===== src/hdl/lmc_pkg.sv =====
// lmc_pkg: shared types, micro-operation codes and the control store of the LRU tracker.
// No dependencies. Used by lmc_useq, lmc_dpath and the top level.
`timescale 1ns / 1ps

package lmc_pkg;

	localparam int ASSET_W = 10;

	// Program steps; the order sets the fall-through sequence.
	typedef enum logic [3:0] {
		S_CLR    = 4'd0,
		S_IDLE   = 4'd1,
		S_RANGE  = 4'd2,
		S_DECIDE = 4'd3,
		S_APPEND = 4'd4,
		S_WALK   = 4'd5,
		S_TAIL   = 4'd6,
		S_DROP   = 4'd7,
		S_SETMAP = 4'd8,
		S_REPORT = 4'd9
	} step_t;

	typedef enum logic [2:0] {
		C_NEXT,
		C_ALWAYS,
		C_CLR_BUSY,
		C_NO_START,
		C_OUT_RANGE,
		C_WALK_GO,
		C_WALK_MORE,
		C_NOT_FOUND
	} cond_t;

	typedef enum logic [1:0] {
		M_NONE,
		M_CLEAR,
		M_DROP,
		M_SET
	} map_op_t;

	typedef enum logic [1:0] {
		L_NONE,
		L_SHIFT,
		L_TAIL,
		L_APPEND
	} list_op_t;

	typedef struct packed {
		cond_t    cond;
		step_t    target;
		logic     accept;
		logic     rd_clr;
		logic     rd_inc;
		logic     set_mode;
		map_op_t  map_op;
		list_op_t list_op;
		logic     report;
	} uop_t;

	typedef struct packed {
		logic clr_last;
		logic out_range;
		logic walk_go;
		logic walk_more;
		logic found;
	} flags_t;

	localparam uop_t UOP_NOP = '{cond: C_ALWAYS, target: S_IDLE, accept: 1'b0, rd_clr: 1'b0,
		rd_inc: 1'b0, set_mode: 1'b0, map_op: M_NONE, list_op: L_NONE, report: 1'b0};

	// Control store
	function automatic uop_t rom(input step_t s);
		uop_t u;
		u = UOP_NOP;
		unique case (s)
			S_CLR: begin
				u.cond = C_CLR_BUSY; u.target = S_CLR; u.map_op = M_CLEAR;
			end
			S_IDLE: begin
				u.cond = C_NO_START; u.target = S_IDLE; u.accept = 1'b1;
			end
			S_RANGE: begin
				u.cond = C_OUT_RANGE; u.target = S_REPORT; u.rd_clr = 1'b1;
			end
			S_DECIDE: begin
				u.cond = C_WALK_GO; u.target = S_WALK; u.rd_inc = 1'b1; u.set_mode = 1'b1;
			end
			S_APPEND: begin
				u.cond = C_ALWAYS; u.target = S_SETMAP; u.list_op = L_APPEND;
			end
			S_WALK: begin
				u.cond = C_WALK_MORE; u.target = S_WALK; u.rd_inc = 1'b1; u.list_op = L_SHIFT;
			end
			S_TAIL: begin
				u.cond = C_NOT_FOUND; u.target = S_APPEND; u.list_op = L_TAIL;
			end
			S_DROP: begin
				u.cond = C_NEXT; u.map_op = M_DROP;
			end
			S_SETMAP: begin
				u.cond = C_NEXT; u.map_op = M_SET;
			end
			S_REPORT: begin
				u.cond = C_ALWAYS; u.target = S_IDLE; u.report = 1'b1;
			end
			default: u = UOP_NOP;
		endcase
		return u;
	endfunction

endpackage


===== src/hdl/lru_mapping_cache_policy.sv =====
// lru_mapping_cache_policy: top level of the LRU residency tracker.
// Depends on lmc_pkg, lmc_useq, lmc_dpath (and lmc_ram beneath it).
`timescale 1ns / 1ps

// Channel   Signals                                        Handshake
// --------  ---------------------------------------------  ---------------------------------
// request   asset_index                                    taken on start && !busy
// result    hit, evicted_valid, evicted_asset              valid for one cycle with done
//
// After reset the residency map is cleared one entry a cycle, with busy high throughout.
// A miss with room left steps through the range, decide, append, set-map and report steps.
// A hit, or a miss that evicts, walks the recency list once through its read port.
// One transaction is in flight at a time; the receiver cannot stall, and the result register
// lets the next request be taken in the same cycle as done.

module lru_mapping_cache_policy #(
	parameter int LIMIT      = 128,
	parameter int NUM_ASSETS = 1024
) (
	input  logic       clk,
	input  logic       arst_n,
	input  logic       start,
	output logic       busy,
	input  logic [9:0] asset_index,
	output logic       done,
	output logic       hit,
	output logic       evicted_valid,
	output logic [9:0] evicted_asset
);

	import lmc_pkg::*;

	uop_t   uop;
	flags_t flags;

	// sequencer: steps the control store, jumps on datapath flags
	lmc_useq u_useq (
		.clk    (clk),
		.arst_n (arst_n),
		.start  (start),
		.flags  (flags),
		.uop    (uop),
		.busy   (busy)
	);

	// datapath: recency list, residency map, walk compare/shift, result register
	lmc_dpath #(
		.LIMIT      (LIMIT),
		.NUM_ASSETS (NUM_ASSETS)
	) u_dpath (
		.clk           (clk),
		.arst_n        (arst_n),
		.start         (start),
		.asset_index   (asset_index),
		.uop           (uop),
		.flags         (flags),
		.done          (done),
		.hit           (hit),
		.evicted_valid (evicted_valid),
		.evicted_asset (evicted_asset)
	);

endmodule


===== src/hdl/lmc_ram.sv =====
// lmc_ram: generic simple dual-port RAM, one write port, one registered read port.
// No dependencies.
`timescale 1ns / 1ps

module lmc_ram #(
	parameter int WIDTH = 8,
	parameter int DEPTH = 16
) (
	input  logic                     clk,
	input  logic                     we,
	input  logic [$clog2(DEPTH)-1:0] waddr,
	input  logic [WIDTH-1:0]         wdata,
	input  logic [$clog2(DEPTH)-1:0] raddr,
	output logic [WIDTH-1:0]         rdata
);

	logic [WIDTH-1:0] mem [DEPTH];

	always_ff @(posedge clk) begin
		if (we) begin
			mem[waddr] <= wdata;
		end
		rdata <= mem[raddr];
	end

endmodule


===== src/hdl/lmc_useq.sv =====
// lmc_useq: step counter, control store lookup and conditional jump logic.
// Depends on lmc_pkg.
`timescale 1ns / 1ps

module lmc_useq (
	input  logic          clk,
	input  logic          arst_n,
	input  logic          start,
	input  lmc_pkg::flags_t flags,
	output lmc_pkg::uop_t uop,
	output logic          busy
);

	import lmc_pkg::*;

	step_t upc_q;
	step_t upc_d;
	logic  take;

	// next step
	always_comb begin
		unique case (uop.cond)
			C_NEXT:      take = 1'b0;
			C_ALWAYS:    take = 1'b1;
			C_CLR_BUSY:  take = !flags.clr_last;
			C_NO_START:  take = !start;
			C_OUT_RANGE: take = flags.out_range;
			C_WALK_GO:   take = flags.walk_go;
			C_WALK_MORE: take = flags.walk_more;
			C_NOT_FOUND: take = !flags.found;
			default:     take = 1'b1;
		endcase
		upc_d = take ? uop.target : step_t'(4'(upc_q) + 4'd1);
	end

	// control word
	always_comb begin
		uop  = rom(upc_q);
		busy = !uop.accept;
	end

	always_ff @(posedge clk or negedge arst_n) begin
		if (!arst_n) begin
			upc_q <= S_CLR;
		end else begin
			upc_q <= upc_d;
		end
	end

endmodule


===== src/hdl/lmc_dpath.sv =====
// lmc_dpath: recency list RAM, residency map RAM, walk/shift logic and result registers.
// Depends on lmc_pkg and lmc_ram.
`timescale 1ns / 1ps

module lmc_dpath #(
	parameter int LIMIT      = 128,
	parameter int NUM_ASSETS = 1024
) (
	input  logic                        clk,
	input  logic                        arst_n,
	input  logic                        start,
	input  logic [lmc_pkg::ASSET_W-1:0] asset_index,
	input  lmc_pkg::uop_t               uop,
	output lmc_pkg::flags_t             flags,
	output logic                        done,
	output logic                        hit,
	output logic                        evicted_valid,
	output logic [lmc_pkg::ASSET_W-1:0] evicted_asset
);

	import lmc_pkg::*;

	localparam int D  = LIMIT + 1;
	localparam int LW = $clog2(D);
	localparam int CW = $clog2(D + 1);
	localparam int AW = $clog2(NUM_ASSETS);
	localparam logic [16:0] NUM_A = 17'(NUM_ASSETS);

	logic [ASSET_W-1:0] asset_q, ev_asset_q, eva_q;
	logic [AW-1:0]      clr_q;
	logic [CW-1:0]      count_q, rd_q, rd_m2, cnt_m1;
	logic               found_q, evict_q, done_q, hit_q, evv_q;

	logic               m_we;
	logic [AW-1:0]      m_waddr;
	logic [0:0]         m_wdata, m_rdata;
	logic               l_we;
	logic [LW-1:0]      l_waddr;
	logic [ASSET_W-1:0] l_wdata, l_rdata;

	logic in_list, match, full, old_ok, accept;

	assign accept  = uop.accept && start;
	assign rd_m2   = rd_q - CW'(2);
	assign cnt_m1  = count_q - CW'(1);
	assign full    = count_q == CW'(D);
	// list data on the read port belongs to slot rd_q-1
	assign in_list = rd_q <= count_q;
	assign match   = in_list && (evict_q ? (rd_q == CW'(1)) : (l_rdata == asset_q));
	assign old_ok  = {7'd0, ev_asset_q} < NUM_A;

	always_comb begin
		flags.clr_last  = clr_q == AW'(NUM_ASSETS - 1);
		flags.out_range = {7'd0, asset_q} >= NUM_A;
		flags.walk_go   = m_rdata[0] || full;
		flags.walk_more = rd_q < count_q;
		flags.found     = found_q;
	end

	always_comb begin
		l_we    = 1'b0;
		l_waddr = count_q[LW-1:0];
		l_wdata = asset_q;
		unique case (uop.list_op)
			L_SHIFT: begin
				l_we    = found_q && in_list;
				l_waddr = rd_m2[LW-1:0];
				l_wdata = l_rdata;
			end
			L_TAIL: begin
				l_we    = found_q;
				l_waddr = cnt_m1[LW-1:0];
			end
			L_APPEND: begin
				l_we    = !full;
			end
			default: l_we = 1'b0;
		endcase
	end

	always_comb begin
		m_we    = 1'b0;
		m_waddr = AW'(asset_q);
		m_wdata = 1'b0;
		unique case (uop.map_op)
			M_CLEAR: begin
				m_we    = 1'b1;
				m_waddr = clr_q;
			end
			M_DROP: begin
				m_we    = evict_q && old_ok;
				m_waddr = AW'(ev_asset_q);
			end
			M_SET: begin
				m_we    = 1'b1;
				m_wdata = 1'b1;
			end
			default: m_we = 1'b0;
		endcase
	end

	lmc_ram #(.WIDTH(ASSET_W), .DEPTH(D)) u_list (
		.clk   (clk),
		.we    (l_we),
		.waddr (l_waddr),
		.wdata (l_wdata),
		.raddr (rd_q[LW-1:0]),
		.rdata (l_rdata)
	);

	lmc_ram #(.WIDTH(1), .DEPTH(NUM_ASSETS)) u_map (
		.clk   (clk),
		.we    (m_we),
		.waddr (m_waddr),
		.wdata (m_wdata),
		.raddr (AW'(asset_q)),
		.rdata (m_rdata)
	);

	always_ff @(posedge clk or negedge arst_n) begin
		if (!arst_n) begin
			clr_q   <= '0;
			count_q <= '0;
			rd_q    <= '0;
			found_q <= 1'b0;
			evict_q <= 1'b0;
			done_q  <= 1'b0;
		end else begin
			if (accept) begin
				found_q <= 1'b0;
				evict_q <= 1'b0;
			end
			if (uop.map_op == M_CLEAR) begin
				clr_q <= clr_q + AW'(1);
			end
			if (uop.rd_clr) begin
				rd_q <= '0;
			end else if (uop.rd_inc) begin
				rd_q <= rd_q + CW'(1);
			end
			if (uop.set_mode) begin
				evict_q <= !m_rdata[0] && full;
			end
			if (uop.list_op == L_SHIFT && !found_q && match) begin
				found_q <= 1'b1;
			end
			if (uop.list_op == L_APPEND && !full) begin
				count_q <= count_q + CW'(1);
			end
			done_q <= uop.report;
		end
	end

	always_ff @(posedge clk) begin
		if (accept) begin
			asset_q <= asset_index;
		end
		if (uop.list_op == L_SHIFT && !found_q && match && evict_q) begin
			ev_asset_q <= l_rdata;
		end
		if (uop.report) begin
			hit_q <= found_q && !evict_q;
			evv_q <= evict_q;
			eva_q <= evict_q ? ev_asset_q : '0;
		end
	end

	assign done          = done_q;
	assign hit           = hit_q;
	assign evicted_valid = evv_q;
	assign evicted_asset = eva_q;

`ifndef SYNTHESIS
	a_count_bound: assert property (@(posedge clk) disable iff (!arst_n)
		count_q <= CW'(D)) else $error("resident count above list depth");
	a_evict_found: assert property (@(posedge clk) disable iff (!arst_n)
		uop.report && evict_q |-> found_q) else $error("eviction without oldest slot taken");
	a_done_pulse: assert property (@(posedge clk) disable iff (!arst_n)
		done_q |=> !done_q) else $error("result strobe longer than one cycle");
	a_hit_xor_ev: assert property (@(posedge clk) disable iff (!arst_n)
		done_q |-> !(hit_q && evv_q)) else $error("hit and eviction on one transaction");
	a_shift_order: assert property (@(posedge clk) disable iff (!arst_n)
		l_we && uop.list_op == L_SHIFT |-> rd_q >= CW'(2)) else $error("shift below slot zero");
`endif

endmodule

===== config.mk =====
export PLATFORM = sky130hd
export DESIGN_NAME = lru_mapping_cache_policy
export DESIGN_NICKNAME = d
export VERILOG_FILES = /design/src/hdl/lmc_pkg.sv /design/src/hdl/lru_mapping_cache_policy.sv /design/src/hdl/lmc_ram.sv /design/src/hdl/lmc_useq.sv /design/src/hdl/lmc_dpath.sv
export SDC_FILE = /design/constraint.sdc
export NUM_CORES = 2
export LEC_CHECK = 0
export ABC_CLOCK_PERIOD_IN_PS = 22500
export BUFFER_PORTS_ARGS = -buffer_cell sky130_fd_sc_hd__clkbuf_2
export CAP_MARGIN = 0
export CORE_UTILIZATION = 35
export DETAILED_ROUTE_END_ITERATION = 12
export HOLD_SLACK_MARGIN = 0.15
export SYNTH_ARGS = -nofsm -noshare
export SYNTH_HDL_FRONTEND = slang
export SYNTH_SLANG_ARGS = --single-unit

===== constraint.sdc =====
create_clock -name clk -period 22.5 [get_ports clk]
set_clock_uncertainty 0.05 [all_clocks]
set_input_delay 6.75 -clock clk [delete_from_list [all_inputs] [get_ports clk]]
set_output_delay 6.75 -clock clk [all_outputs]
set_load 0.01 [all_outputs]

==> impl_metrics.env <==
export IMPL_grt_max_degree=141
export IMPL_p_leak_nw=35.4
export IMPL_clk_pin_slew_ps=60
export IMPL_drc=0
export IMPL_hold_violations=0
export IMPL_crit_fanout=9
export IMPL_cts_hold_buf=0
export IMPL_dp_hpwl_um=145000
export IMPL_hold_class="flip-flop to flip-flop"
export IMPL_syn_num_nets=5630
export IMPL_grt_total_usage_pct=17.9
export IMPL_end_kind="output port"
export IMPL_cts_setup_buffers=0
export IMPL_yosysSeqAreaShare_pct=72.6
export IMPL_grt_pass1_vias=52000
export IMPL_port_buffers=26
export IMPL_synth_async_sr_flop_share_pct=1.38
export IMPL_synthFlopType="edfxtp_1"
export IMPL_yosys_area_share_simple_pct=6.64
export IMPL_synthAdderAreaFrac_pct=0.356
export IMPL_max_freq_ghz=0.112
export IMPL_final_max_slew_viol_count=0
export IMPL_cts_resized=0
export IMPL_syn_area_um2=98400
export IMPL_start_kind="flip-flop"
export IMPL_wl_um=258000
export IMPL_timing_critical_path_from="u_useq.upc_q[1]"
export IMPL_io_pins=27
export IMPL_fin_crit_ps=8900
export IMPL_cpMaxStageDelayCell="dfrtp_1"
export IMPL_path_cells="inv_1, ha_1, nand2_1, clkbuf_2"
export IMPL_cts_root_buffer="clkbuf_16"
export IMPL_drt_iter0_markers=5712
export IMPL_placed_area_um2=103000
export IMPL_final_area_um2=111000
export IMPL_timing_final_crit_share_pct=39.5
export IMPL_synth_compound_area_share_pct=2.02
export IMPL_synth_top_family_by_area="multiplexers"
export IMPL_cts_tree="built"
export IMPL_drtAntennaViolNets=0
export IMPL_cts_sinks=2390
export IMPL_die_width_um=532
export IMPL_r2r_cells=11
export IMPL_criticalPathCategory="flip-flop to output port"
export IMPL_ff2ff_setup_slack_ps=16440
export IMPL_irDropWorstVdd_mv=0.169
export IMPL_ys_ff_latch=2390
export IMPL_synthToLayoutAreaGrowth_pct=12.9
export IMPL_setup_violations=0
export IMPL_via_count=52100
export IMPL_antenna_found_initial=5
export IMPL_rsz0062_at_grt="no"
export IMPL_required_ps=15700
export IMPL_mostFrequentLayoutCells="edfxtp_1, nor2_1, mux4_2"
export IMPL_drive_gt1_share_pct=22.3
export IMPL_clock_path_buffers=4
export IMPL_synth_cell_types=62
export IMPL_critPathCapture="busy"
export IMPL_synth_edf_count=2346
export IMPL_clock_latency_ps=930
export IMPL_num_rows=194
export IMPL_die_area_um2=283000
export IMPL_syn_area_per_cell_um2=17.6
export IMPL_tightest_slew_ps=1300
export IMPL_nets=5633
export IMPL_rr_endpoint="u_dpath.u_list.mem[48][6]"
export IMPL_p_per_area_nw_per_um2=112
export IMPL_core_area_um2=279000
export IMPL_cts_htree_levels=4
export IMPL_viasPerCell=5.47
export IMPL_synthMuxAreaShare_pct=15.9
export IMPL_grt_overflow=0
export IMPL_status="finished clean"
export IMPL_cap_violations=0
export IMPL_layout_cells_most_common="edfxtp_1"
export IMPL_whs_path_depth=2
export IMPL_dr_pass1_iters=6
export IMPL_tns_ps=0
export IMPL_max_stage_delay_ps=420
export IMPL_rr_startpoint="u_dpath.rd_q[2]"
export IMPL_timing_slew_headroom_pct=12.1
export IMPL_syn_inst=5589
export IMPL_cts_buffers=248
export IMPL_grt_first_pass_wirelength_um=371000
export IMPL_ys_warn_count=0
export IMPL_place_gp_congestion=0.814
export IMPL_wl_per_cell_um=27.1
export IMPL_worstPathArrival_ps=2100
export IMPL_die_height_um=532
export IMPL_power_mw=12.4
export IMPL_synthXorXnorAreaFrac_pct=0.338
export IMPL_initial_core_util_pct=35.2
[logic make-up (layout without fill, tap and decap cells)]
group	after synthesis	after routing
compound gates	289	289
other cells	0	9
buf+inv	466	668
simple gates	1606	1606
fa+ha+maj	28	28
mux	772	772
flops	2390	2390
xor+xnor	38	38
[how the worst min path moves through the flow]
stage                                     startpoint                       to
after global routing      u_dpath.u_list.mem[128][7]  u_dpath.u_list.rdata[7]
after global placement    u_dpath.u_list.mem[128][8]  u_dpath.u_list.rdata[8]
after floorplan                  u_dpath.u_map.rdata          u_dpath.evict_q
after CTS                 u_dpath.u_list.mem[128][8]  u_dpath.u_list.rdata[8]
after detailed placement  u_dpath.u_list.mem[128][8]  u_dpath.u_list.rdata[8]
final                     u_dpath.u_list.mem[128][3]  u_dpath.u_list.rdata[3]
[power breakdown]
part | switching, mW | internal [mW]
sequential | 0.111 | 5.33
combinational | 1.90 | 1.03
clock | 1.72 | 2.32
total | 3.72 | 8.69
[routing by layer]
metal  global-route usage [%]  share of wire (%)  vias up
li1                         -                  -    21900
met1                     24.3                 41    27900
met2                     29.4                 49     1884
met3                     2.95                7.0      434
met4                     6.07                3.3        2
met5                        0             0.0050        -
[through the flow]
stage | std cells | setup slack (ps) | hold WS, ps | util, %
floorplan | 5589 | 5390 | 365 | -
global placement | 9066 | 14360 | 383 | 36.9
detailed placement | 9066 | 14380 | 388 | 36.9
CTS | 9515 | 13530 | 402 | 39.8
global route | 9517 | 13500 | 431 | 39.8
finish | 9524 | 13600 | 401 | 39.8
[flip-flops by register name (all words and copies together), names as in the netlist]
name and count:
u_dpath.u_list.mem 1290, u_dpath.u_map.mem 1024, u_dpath.asset_q 10, u_dpath.clr_q 10, u_dpath.ev_asset_q 10, u_dpath.evicted_asset 10
u_dpath.u_list.rdata 10, u_dpath.count_q 8, u_dpath.rd_q 8, u_useq.upc_q 4, u_dpath.done 1, u_dpath.evict_q 1
u_dpath.evicted_valid 1, u_dpath.found_q 1, u_dpath.hit 1, u_dpath.u_map.rdata 1
[critical path: cells and delay by family (launching register included)]
kind	cells	cell delay, ps
and+or+nand+nor	1	180
buffers and inverters	2	270
adders and majority gates	1	350
DFF	1	420
[synthesized netlist by cell type (9+ instances only)]
cell	n	area share, %
a21oi_1	54	0.27
a221oi_1	9	0.080
a22oi_1	53	0.40
and2_1	20	0.13
buf_1	36	0.14
buf_2	89	0.45
buf_4	31	0.24
buf_6	11	0.13
clkbuf_1	268	1.0
dfrtp_1	33	0.84
dfxtp_1	11	0.22
edfxtp_1	2346	72
ha_1	28	0.36
inv_1	30	0.11
mux2i_1	131	1.3
mux4_2	633	14
nand2_1	217	0.83
nand3_1	26	0.13
nand4_1	15	0.095
nor2_1	1171	4.5
nor2b_1	13	0.083
nor3_1	39	0.20
nor4_1	59	0.38
o211ai_1	9	0.069
o21a_1	13	0.099
o21ai_0	29	0.15
o21ai_1	14	0.071
o221ai_1	40	0.36
o22ai_1	24	0.15
xnor2_1	19	0.17
xor2_1	19	0.17
[area by class of cell]
cell class                      count  area (um^2)
Inverter                           31          118
Multi-Input combinational cell   2733        25500
Fill cell                       25000       168000
Sequential cell                  2390        71500
Clock buffer                      308         6490
Timing Repair Buffer              188         1410
Tap cell                         3724         4660
Clock inverter                    141         1410
Antenna cell                        9         22.5
Note: power is estimated with default switching activity, not from simulation.
